`config.mk`:
```
export PLATFORM = sky130hd
export DESIGN_NAME = uv_sphere_tessellator_unit
export DESIGN_NICKNAME = d
export VERILOG_FILES = /design/src/hw/rtl/uvst_pkg.sv /design/src/hw/rtl/uvst_mul.sv /design/src/hw/rtl/uv_sphere_tessellator_unit.sv
export SDC_FILE = /design/constraint.sdc
export NUM_CORES = 2
export LEC_CHECK = 0
export BUFFER_PORTS_ARGS = -buffer_cell sky130_fd_sc_hd__buf_2
export CAP_MARGIN = 20
export CORE_MARGIN = 5
export CORE_UTILIZATION = 30
export CTS_BUF_LIST = sky130_fd_sc_hd__clkbuf_8
export CTS_CLUSTER_SIZE = 8
export DETAILED_ROUTE_END_ITERATION = 6
export PLACE_DENSITY = 0.49
export RECOVER_POWER = 25
export SYNTH_ARGS = -nofsm -noshare
export SYNTH_HDL_FRONTEND = slang
export SYNTH_SLANG_ARGS = --single-unit
export TNS_END_PERCENT = 50
```
`constraint.sdc`:
```
create_clock -name clk -period 24.5 [get_ports clk]
set_input_delay 2.45 -clock clk [delete_from_list [all_inputs] [get_ports clk]]
set_output_delay 2.45 -clock clk [all_outputs]
set_load 0.01 [all_outputs]
```
`src/hw/rtl/uvst_pkg.sv`:
```
// Package: shared constants, types and trig table for the sphere tessellator.
`timescale 1ns / 1ps
package uvst_pkg;
    localparam int MAX_RINGS_DEF    = 7;
    localparam int MAX_SEGMENTS_DEF = 7;
    localparam int FULL_TURN    = 840;
    localparam int HALF_TURN    = 420;
    localparam int QUARTER_TURN = 210;
    localparam int ANG_W = 10;

    typedef enum logic [0:0] {
        CFG_RING_COUNT    = 1'b0,
        CFG_SEGMENT_COUNT = 1'b1
    } cfg_idx_t;

    // multiply request from sequencer to the shared multiplier
    typedef struct packed {
        logic               start;
        logic signed [32:0] a;
        logic signed [17:0] c;
    } mul_req_t;

    // cosine, angle in units of pi/420, 16 fractional bits
    function automatic logic signed [17:0] cos_units(input logic [ANG_W:0] t_in);
        logic [ANG_W:0] t;
        logic           neg;
        logic [16:0]    v;
        begin
            t   = (t_in >= (ANG_W+1)'(FULL_TURN)) ? t_in - (ANG_W+1)'(FULL_TURN) : t_in;
            neg = 1'b0;
            if (t > (ANG_W+1)'(HALF_TURN)) t = (ANG_W+1)'(FULL_TURN) - t;
            if (t > (ANG_W+1)'(QUARTER_TURN))
            begin
                t   = (ANG_W+1)'(HALF_TURN) - t;
                neg = 1'b1;
            end
            case (t)
                11'd0:   v = 17'd65536;
                11'd60:  v = 17'd59046;
                11'd70:  v = 17'd56756;
                11'd84:  v = 17'd53020;
                11'd105: v = 17'd46341;
                11'd120: v = 17'd40861;
                11'd140: v = 17'd32768;
                11'd168: v = 17'd20252;
                11'd180: v = 17'd14583;
                default: v = 17'd0;
            endcase
            cos_units = neg ? -$signed({1'b0, v}) : $signed({1'b0, v});
        end
    endfunction

    function automatic logic signed [17:0] sin_units(input logic [ANG_W:0] t);
        logic [ANG_W:0] u;
        begin
            u = (t >= (ANG_W+1)'(FULL_TURN)) ? t - (ANG_W+1)'(FULL_TURN) : t;
            sin_units = cos_units(u + (ANG_W+1)'(630) -
                ((u + (ANG_W+1)'(630) >= (ANG_W+1)'(FULL_TURN)) ? (ANG_W+1)'(FULL_TURN)
                                                                 : (ANG_W+1)'(0)));
        end
    endfunction
endpackage

```
`src/hw/rtl/uvst_mul.sv`:
```
// Shared Q16.16 multiplier with round-half-away-from-zero, one registered result.
`timescale 1ns / 1ps
module uvst_mul (
    input  logic                clk,
    input  logic                rst_n,
    input  uvst_pkg::mul_req_t  req,
    output logic                done,
    output logic signed [32:0]  prod
);
    import uvst_pkg::*;

    logic        neg;
    logic [32:0] ua;
    logic [17:0] uc;
    logic [50:0] m;
    logic [34:0] mr;
    logic signed [32:0] res_next;
    logic        done_reg;
    logic signed [32:0] prod_reg;

    always_comb
    begin
        neg = req.a[32] ^ req.c[17];
        ua  = req.a[32] ? 33'(-req.a) : 33'(req.a);
        uc  = req.c[17] ? 18'(-req.c) : 18'(req.c);
        m   = 51'(ua) * 51'(uc) + 51'd32768;
        mr  = m[50:16];
        res_next = neg ? -$signed(mr[32:0]) : $signed(mr[32:0]);
    end

    always_ff @(posedge clk or negedge rst_n)
    begin
        if (!rst_n)
        begin
            done_reg <= 1'b0;
        end
        else
        begin
            done_reg <= req.start;
        end
    end

    always_ff @(posedge clk)
    begin
        if (req.start) prod_reg <= res_next;
    end

    assign done = done_reg;
    assign prod = prod_reg;
endmodule

```
`src/hw/rtl/uv_sphere_tessellator_unit.sv`:
```
// Top level: sphere tessellator sequencer around one shared multiplier.
`timescale 1ns / 1ps
// One sphere produces (R+1)*(S+1) vertices. Every multiply goes through one
// shared multiplier: each ring computes rc and z, then each vertex computes x
// and y and then takes an output step; the output step waits while the output
// register is full and the output is stalled.
// in_stall is high whenever a sphere is in work or a vertex still waits in
// the output register.
module uv_sphere_tessellator_unit #(
    parameter int MAX_RINGS    = uvst_pkg::MAX_RINGS_DEF,
    parameter int MAX_SEGMENTS = uvst_pkg::MAX_SEGMENTS_DEF
) (
    input  logic               clk,
    input  logic               rst_n,
    input  logic               cfg_valid,
    output logic               cfg_ready,
    input  logic [0:0]         cfg_index,
    input  logic [2:0]         cfg_data,
    input  logic               in_valid,
    output logic               in_stall,
    input  logic               new_mesh,
    input  logic signed [31:0] center_x,
    input  logic signed [31:0] center_y,
    input  logic signed [31:0] center_z,
    input  logic [30:0]        radius,
    input  logic signed [31:0] color_r,
    input  logic signed [31:0] color_g,
    input  logic signed [31:0] color_b,
    input  logic signed [31:0] color_a,
    output logic               out_valid,
    input  logic               out_stall,
    output logic signed [31:0] pos_x,
    output logic signed [31:0] pos_y,
    output logic signed [31:0] pos_z,
    output logic signed [31:0] out_r,
    output logic signed [31:0] out_g,
    output logic signed [31:0] out_b,
    output logic signed [31:0] out_a,
    output logic [31:0]        vertex_number,
    output logic               quad_valid,
    output logic               last_vertex
);
    import uvst_pkg::*;

    typedef enum logic [2:0] {
        ST_IDLE, ST_RC, ST_Z, ST_X, ST_Y, ST_OUT
    } state_t;

    state_t state_reg;
    logic [2:0] ring_cfg_reg, seg_cfg_reg;
    logic [2:0] rings_reg, segs_reg, i_reg, j_reg;
    logic [ANG_W:0] a_reg, b_reg, da_reg, db_reg;
    logic [31:0] cnt_reg;
    logic signed [31:0] cx_reg, cy_reg, cz_reg, cr_reg, cg_reg, cb_reg, ca_reg;
    logic [30:0] rad_reg;
    logic signed [32:0] rc_reg;
    logic [31:0] z_reg, x_reg, y_reg;
    logic wait_reg;
    logic [31:0] px_reg, py_reg, pz_reg, vn_reg;
    logic qv_reg, lv_reg, ov_reg;

    mul_req_t req;
    logic mdone;
    logic signed [32:0] prod;

    uvst_mul u_mul (.clk(clk), .rst_n(rst_n), .req(req), .done(mdone), .prod(prod));

    logic [2:0] rings_eff, segs_eff;
    always_comb
    begin
        rings_eff = (ring_cfg_reg == 3'd0) ? 3'd1 : ring_cfg_reg;
        if (rings_eff > 3'(MAX_RINGS)) rings_eff = 3'(MAX_RINGS);
        segs_eff = (seg_cfg_reg < 3'd3) ? 3'd3 : seg_cfg_reg;
        if (segs_eff > 3'(MAX_SEGMENTS)) segs_eff = 3'(MAX_SEGMENTS);
    end

    logic [ANG_W:0] da_lut, db_lut;
    always_comb
    begin
        case (rings_eff)
            3'd1: da_lut = 11'd420; 3'd2: da_lut = 11'd210; 3'd3: da_lut = 11'd140;
            3'd4: da_lut = 11'd105; 3'd5: da_lut = 11'd84;  3'd6: da_lut = 11'd70;
            default: da_lut = 11'd60;
        endcase
        case (segs_eff)
            3'd3: db_lut = 11'd280; 3'd4: db_lut = 11'd210; 3'd5: db_lut = 11'd168;
            3'd6: db_lut = 11'd140; default: db_lut = 11'd120;
        endcase
    end

    always_comb
    begin
        req.start = 1'b0;
        req.a = $signed({2'b00, rad_reg});
        req.c = 18'sd0;
        if (!wait_reg)
        begin
            case (state_reg)
                ST_RC: begin req.start = 1'b1; req.c = sin_units(a_reg); end
                ST_Z:  begin req.start = 1'b1; req.c = cos_units(a_reg); end
                ST_X:  begin req.start = 1'b1; req.a = rc_reg; req.c = cos_units(b_reg); end
                ST_Y:  begin req.start = 1'b1; req.a = rc_reg; req.c = sin_units(b_reg); end
                default: req.start = 1'b0;
            endcase
        end
    end

    assign cfg_ready = (state_reg == ST_IDLE);
    assign in_stall  = (state_reg != ST_IDLE) || ov_reg;

    always_ff @(posedge clk or negedge rst_n)
    begin
        if (!rst_n)
        begin
            state_reg    <= ST_IDLE;
            ring_cfg_reg <= 3'd6;
            seg_cfg_reg  <= 3'd6;
            cnt_reg      <= 32'd0;
            wait_reg     <= 1'b0;
            ov_reg       <= 1'b0;
        end
        else
        begin
            if (ov_reg && !out_stall && state_reg != ST_OUT) ov_reg <= 1'b0;
            if (req.start) wait_reg <= 1'b1;
            case (state_reg)
                ST_IDLE:
                begin
                    if (cfg_valid)
                    begin
                        if (cfg_index == CFG_RING_COUNT) ring_cfg_reg <= cfg_data;
                        else seg_cfg_reg <= cfg_data;
                    end
                    if (in_valid && !ov_reg)
                    begin
                        if (new_mesh) cnt_reg <= 32'd0;
                        rings_reg <= rings_eff; segs_reg <= segs_eff;
                        da_reg <= da_lut; db_reg <= db_lut;
                        i_reg <= 3'd0; a_reg <= '0;
                        cx_reg <= center_x; cy_reg <= center_y; cz_reg <= center_z;
                        cr_reg <= color_r; cg_reg <= color_g;
                        cb_reg <= color_b; ca_reg <= color_a;
                        rad_reg <= radius;
                        state_reg <= ST_RC;
                    end
                end
                ST_RC:
                    if (mdone)
                    begin
                        wait_reg <= 1'b0; rc_reg <= prod; state_reg <= ST_Z;
                    end
                ST_Z:
                    if (mdone)
                    begin
                        wait_reg <= 1'b0; z_reg <= prod[31:0];
                        j_reg <= 3'd0; b_reg <= '0; state_reg <= ST_X;
                    end
                ST_X:
                    if (mdone)
                    begin
                        wait_reg <= 1'b0; x_reg <= prod[31:0]; state_reg <= ST_Y;
                    end
                ST_Y:
                    if (mdone)
                    begin
                        wait_reg <= 1'b0;
                        y_reg <= prod[31:0];
                        state_reg <= ST_OUT;
                    end
                ST_OUT:
                    // hold until the output register is free
                    if (!ov_reg || !out_stall)
                    begin
                        ov_reg <= 1'b1;
                        px_reg <= cx_reg + x_reg;
                        py_reg <= cy_reg + y_reg;
                        pz_reg <= cz_reg + z_reg;
                        vn_reg <= cnt_reg;
                        qv_reg <= (i_reg != 3'd0) && (j_reg != 3'd0);
                        lv_reg <= (i_reg == rings_reg) && (j_reg == segs_reg);
                        cnt_reg <= cnt_reg + 32'd1;
                        if (j_reg != segs_reg)
                        begin
                            j_reg <= j_reg + 3'd1; b_reg <= b_reg + db_reg; state_reg <= ST_X;
                        end
                        else if (i_reg != rings_reg)
                        begin
                            i_reg <= i_reg + 3'd1; a_reg <= a_reg + da_reg; state_reg <= ST_RC;
                        end
                        else state_reg <= ST_IDLE;
                    end
                default: state_reg <= ST_IDLE;
            endcase
        end
    end

    assign out_valid = ov_reg;
    assign pos_x = px_reg;
    assign pos_y = py_reg;
    assign pos_z = pz_reg;
    assign out_r = cr_reg;
    assign out_g = cg_reg;
    assign out_b = cb_reg;
    assign out_a = ca_reg;
    assign vertex_number = vn_reg;
    assign quad_valid = qv_reg;
    assign last_vertex = lv_reg;
endmodule

```
# Yosys cells after proc, flatten, opt, wreduce, memory -nomap -nowiden
# Cells that the tools add are included.
classes:
  add_sub_neg: 32
  n_mul: 1
  magnitude_cmp: 17
  n_eq_ne: 62
  n_mux: 108
  n_bitwise: 2
  n_reduce_logical: 34
ops:
  columns: ["cell", "count"]
  rows:
  - ["$pmux 17 s9", 4]
  - ["$mux 11", 35]
  - ["$eq 11x7->1 const B", 16]
  - ["$mux 17", 8]
  - ["$eq 11x8->1 const B", 12]
  - ["$mux 33", 3]
  - ["$add 32x32->32", 3]
  - ["$mux 32", 3]
  - ["$mux 18", 5]
  - ["$neg 17->18", 4]
  - ["$pmux 18 s4", 1]
  - ["$ge 11x10->1 const B", 6]
  - ["$neg 33->33", 2]
  - ["$pmux 32 s2", 1]
  - ["$pmux 9 s6", 1]
  - ["$mux 52", 1]
  - ["$mux 3", 17]
  - ["$add 49x16->49 const B", 1]
  - ["$mul 33x18->49", 1]
  - ["$eq 11x6->1 const B", 4]
  - ["$gt 11x8->1 const B", 4]
  - ["$gt 11x9->1 const B", 4]
  - ["$logic_not 11->1", 4]
  - ["$pmux 11 s2", 2]
  - ["other kinds (39)", 114]
word_totals:
  ff_bits: 647
  input_bits: 265
  out_inout_bits: 261
  wordCells: 290

# Longest topological paths before layout
logic_depth:
  depth_word: 30
  mapped_depth: 80
  depth_no_buf: 74

# By module
# From an unflattened synthesis, not the netlist that was laid out.
unflattened:
  hier_cells: 5513
  area_unflattened_um2: 55410.6
by_module_without_submodules:
  columns: ["mod", "n_inst", "cells_each", "area_per_inst_um2", "seq_area_each_um2"]
  rows:
  - ["uv_sphere_tessellator_unit", 1, 2957, 33764.9, 18017.3]
  - ["uvst_mul", 1, 2556, 21645.8, 1016.0]

# Worst setup path before layout
# No wires, ideal clock.
synth_path:
  path_kind: "flip-flop to flip-flop"
  startpoint: "register a_reg[3]"
  endpoint: "register u_mul.prod_reg[32] (netlist: u_mul.prod[32]) (data pin)"
  setup_ns: 0.263
  arrival_time_ns: 16.882
  required_ns: 24.237
  slack_ns: 7.355
  stages_incl_launch_ff: 75
  n_path_buf: 8
  period_less_slack_ns: 17.145
  cell_sequence: "edfxtp_1 > buf_2 > inv_1 > ha_1 > nand2b_1 > buf_2 > a211oi_4 > a211oi_2 > or2_2 > clkbuf_1 > a22oi_1 > o21ai_0 > a21oi_1 > a21oi_1 > o41ai_1 > ha_1 > o21ai_0 > or4b_1 > [39 not listed] > ha_1 > a21o_1 > a21o_1 > nand2_1 > nand2_1 > or2_2 > a21o_1 > a21o_1 > a21oi_1 > o21ai_0 > or3_1 > o21a_1 > a21oi_1 > xnor2_1 > nor4_1 > nand3_1 > o41ai_2 > xnor2_1"
synth_between:
  elab_chain_cells: 30
  word_cells_on_any_way: 73
  cone_classes: "add/sub: 13; mul: 1; order compare: 7; eq/ne: 16; mux: 33; bitwise: 1; reduce/logical: 2"
synth_rtl:
  columns: ["element", "line_no", "text"]
  rows:
  - ["start: declaration", "uv_sphere_tessellator_unit.sv:52", "logic [ANG_W:0] a_reg, b_reg, da_reg, db_reg;"]
  - ["start signal: assignment", "uv_sphere_tessellator_unit.sv:139", "i_reg <= 3'd0; a_reg <= '0;"]
  - ["start signal: assignment", "uv_sphere_tessellator_unit.sv:188", "i_reg <= i_reg + 3'd1; a_reg <= a_reg + da_reg; state_reg <= ST_RC;"]
  - ["$sub 11x10->11 / $ge 11x10->1 (equally long branches)", "uvst_pkg.sv:29, uvst_pkg.sv:56", null]
  - ["$mux 11 (*)", "uvst_pkg.sv:29, uvst_pkg.sv:56", null]
  - ["$add 11x10->11", "uvst_pkg.sv:57, uvst_pkg.sv:58", null]
  - ["$ge 11x10->1", "uvst_pkg.sv:58", "((u + (ANG_W+1)'(630) >= (ANG_W+1)'(FULL_TURN)) ? (ANG_W+1)'(FULL_TURN)"]
  - ["$mux 10", "uvst_pkg.sv:58", null]
  - ["$sub 11x10->11", "uvst_pkg.sv:57", "sin_units = cos_units(u + (ANG_W+1)'(630) -"]
  - ["$sub 11x10->11 / $ge 11x10->1 (equally long branches)", "uvst_pkg.sv:29", "t = (t_in >= (ANG_W+1)'(FULL_TURN)) ? t_in - (ANG_W+1)'(FULL_TURN) : t_in;"]
  - ["$mux 11", "uvst_pkg.sv:29", null]
  - ["[15 not listed]", null, null]
  - ["$mux 52 (*)", "uv_sphere_tessellator_unit.sv:96", "if (!wait_reg)"]
  - ["$neg 18->18", "uvst_mul.sv:25", "uc = req.c[17] ? 18'(-req.c) : 18'(req.c);"]
  - ["$mux 18", "uvst_mul.sv:25", null]
  - ["$mul 33x18->49", "uvst_mul.sv:26", "m = 51'(ua) * 51'(uc) + 51'd32768;"]
  - ["$add 49x16->49", "uvst_mul.sv:26", null]
  - ["$neg 33->33", "uvst_mul.sv:28", "res_next = neg ? -$signed(mr[32:0]) : $signed(mr[32:0]);"]
  - ["$mux 33 (*)", "uvst_mul.sv:28", null]
  - ["named net u_mul.res_next[32]", "uvst_mul.sv:17", "logic signed [32:0] res_next;"]
  - ["end signal: assignment", "uvst_mul.sv:45", "if (req.start) prod_reg <= res_next;"]
  - ["end: declaration", "uvst_mul.sv:19", "logic signed [32:0] prod_reg;"]
# The timed path passes the listed nets; every way through them passes the cells marked *. The select of a mux whose other input is x is not followed.
# A chain may end at the register's enable or synchronous reset.

# Worst setup path in the final report
# Same ends and word-level chain as after synthesis.

==> results.json <==
{
  "p_seq_frac": 0.340,
  "post_drt_wl_per_cell_um": 20.2,
  "cpPeakStageDelay_ns": 0.86,
  "synth_cell_types": 131,
  "p_per_area_nw_per_um2": 61.7,
  "outcome": "finished, violations left",
  "cp_num_buf_inv": 8,
  "yosysMostFrequentCell": "inv_1",
  "p_int_mw": 2.31,
  "fin_setup_tns_ns": 0,
  "synth-edff-count": 597,
  "syn_area_per_cell_sq_um": 9.84,
  "async_flop_share": 0.0686,
  "finalSetupViolations": 0,
  "io_buffers": 525,
  "clock_sinks": 641,
  "hp-class": "flip-flop to flip-flop",
  "clk_path_buf_depth": 3,
  "fillers": 19039,
  "ff2ff_setup_slack_ns": 3.46,
  "min_from": "u_mul.prod[32]",
  "critPathTopFamily": "compound AO/OA/AOI/OAI gates",
  "grt_max_degree": 68,
  "rr_endpoint": "u_mul.prod[32]",
  "cts_tree": "done",
  "grt_overflow": 0,
  "hold_buffers": 0,
  "antenna_found_initial": 23,
  "violations": "design-rule violations",
  "crit_start": "a_reg[3]",
  "crit_path_end_kind": "flip-flop",
  "synth_area_leaders": "edfxtp_1 (32%), fa_1 (18%), ha_1 (6.5%)",
  "synth_top_area_frac": 0.320,
  "postCtsSetupRepairBufs": 0,
  "max-slew-margin-rel": 0.248,
  "routed_wl_mm": 178,
  "sw_frac_of_total": 0.413,
  "ant_nets": 0,
  "required_ns": 25.03,
  "skew_ns": 0.0619,
  "grtUsageTotal": 0.178,
  "slew_viol_final": 0,
  "gp_congestion": 0.882,
  "rows": 158,
  "reg2reg_depth": 69,
  "synth_common_cells": "inv_1 (808), nand2_1 (729), edfxtp_1 (597), fa_1 (500), nor2_1 (332)",
  "clkTransAtPathRegs_ns": 0.06,
  "final_nets": 7280,
  "power_switching_mw": 1.63,
  "drt_pre_antenna_iters": 7,
  "yosysWarnings": 0,
  "finalCriticalPeriod_ns": 21.04,
  "crit_type": "flip-flop to flip-flop",
  "cp_data_arrival_time_ns": 21.57,
  "cts_made_buffers": 104,
  "grt_pass1_vias": 44995,
  "cts_root_buf": "clkbuf_8",
  "fin_crit_sh": 0.859,
  "p_leak_nw": 27.3,
  "r2r-start": "a_reg[3]",
  "coreArea_sq_um": 185000,
  "drive_gt1_frac": 0.142,
  "cpMaxStageDelayCell": "a31oi_1",
  "ios": 526,
  "synth_flop_cell": "edfxtp_1",
  "insertion_delay_ns": 0.82,
  "start_util": 0.302,
  "die_w_um": 442,
  "max_freq_mhz": 47.5,
  "h-tree-depth": 3,
  "pre_cts_ws_ns": 3.64,
  "ys_seq_area_frac": 0.340,
  "drv_cap": 0,
  "cp.depth": 69,
  "design.die.area_sq_um": 195000,
  "fin_ws_ns": 3.46,
  "syn_inst": 5687,
  "ys_seq_elements": 641,
  "p_comb_frac": 0.431,
  "pwr-share-clk": 0.228,
  "synth_top_cell_by_area": "edfxtp_1",
  "vias": 43773,
  "synth_area_sq_um": 55900,
  "worst_hold_path.endpoint": "rc_reg[32]",
  "rsz0062_at_grt": "false",
  "grt_pass1_wl_mm": 275,
  "vias_per_cell": 4.98,
  "layout-area-overhead-vs-synth_pct": 14.1,
  "start_kind": "flip-flop",
  "place_hpwl_mm": 139,
  "worstMarginPinSlew_ns": 1.13,
  "drcViolationCount": 3,
  "hold_viol": 0,
  "whs_path_depth": 0,
  "peakVddDrop_mv": 0.0360,
  "crit_fanout": 32,
  "drtIter0Drc": 2873,
  "cts.repair.resized": 0,
  "die-height_um": 442
}
kinds of logic after synthesis:
kind of cell    share of synthesized area
simple gates                        0.152
fa+ha+maj                           0.244
mux                                0.0103
xor+xnor                           0.0526
buf+inv                            0.0687
other cells                      0.000134
compound gates                      0.132
flops                               0.340
layout by cell type (no fill, tap or decap), drive strengths merged, types with 38 or more instances in the layout:
cell    synthesis  layout
nand3          84      84
fa            500     500
clkbuf        165     126
a21o           69      69
edfxtp        597     597
nand2         731     731
and3           49      49
inv           808     852
nor3          111     111
nor2b         106     106
o21ai         268     268
dfrtp          40      40
o31ai          38      38
buf            36     585
xnor2         219     219
a21oi         245     245
xor2          106     106
ha            292     292
nand2b         53      53
nor2          334     334
a21boi         41      41
and2           98      98
o211ai         39      39
a211oi         48      48
nand4          48      48
or3            44      44
power groups by stage:
stage | clock network, mW | logic (mW) | registers [mW]
after global routing | 0.977 | 1.87 | 1.35
after floorplan | 0 | 1.22 | 1.34
after detailed placement | 0 | 1.68 | 1.37
after CTS | 0.937 | 1.69 | 1.34
final | 0.899 | 1.70 | 1.34
after global placement | 0 | 1.67 | 1.37
metal layers:
metal  GRT usage  wire (um)
met1       0.233      78100
met2       0.307      85800
met3      0.0206       8020
met4      0.0565       5800
met5           0          0
per-stage QoR:
| step | total power [mW] | std cells | area [sq um] | hold slack (ns) | util |
|---|---|---|---|---|---|
| 5_1_grt | 4.19 | 8783 | 63800 | 0.451 | 0.344 |
| 4_1_cts | 3.97 | 8775 | 63800 | 0.433 | 0.344 |
| 2_1_floorplan | 2.56 | 5716 | 56000 | 0.400 | - |
| 6_report | 3.94 | 8786 | 63800 | 0.431 | 0.344 |
| 3_3_place_gp | 3.04 | 8588 | 61800 | 0.428 | 0.333 |
| 3_5_place_dp | 3.04 | 8596 | 61900 | 0.419 | 0.334 |
cell type report:
type / instances / area [sq um] / area share
diodes: 10 / 25.0 / 0.000392
multi-input cells: 4063 / 33500 / 0.524
well taps: 2480 / 3100 / 0.0486
clock inverters: 70 / 440 / 0.00690
clock buffers: 109 / 1500 / 0.0235
inverters: 811 / 3040 / 0.0477
repair buffers: 602 / 3240 / 0.0507
flip-flops and latches: 641 / 19000 / 0.298
how the worst max path moves through the flow:
stage                          end
global placement    u_mul.prod[32]
global route        u_mul.prod[32]
detailed placement  u_mul.prod[32]
finish              u_mul.prod[32]
CTS                 u_mul.prod[32]
floorplan           u_mul.prod[32]
worst reg2reg max path, delay by kind of cell (launching register included):
kind / cells / cell delay, ns
and+or+nand+nor: 19 / 5.20
muxes: 1 / 0.24
adders and majority gates: 11 / 4.55
DFF: 1 / 0.57
AOI/OAI and AO/OA: 27 / 8.21
buffers and inverters: 8 / 0.94
xor gates and xnor gates: 3 / 1.05
No activity file was read; power rests on OpenSTA's default activity.
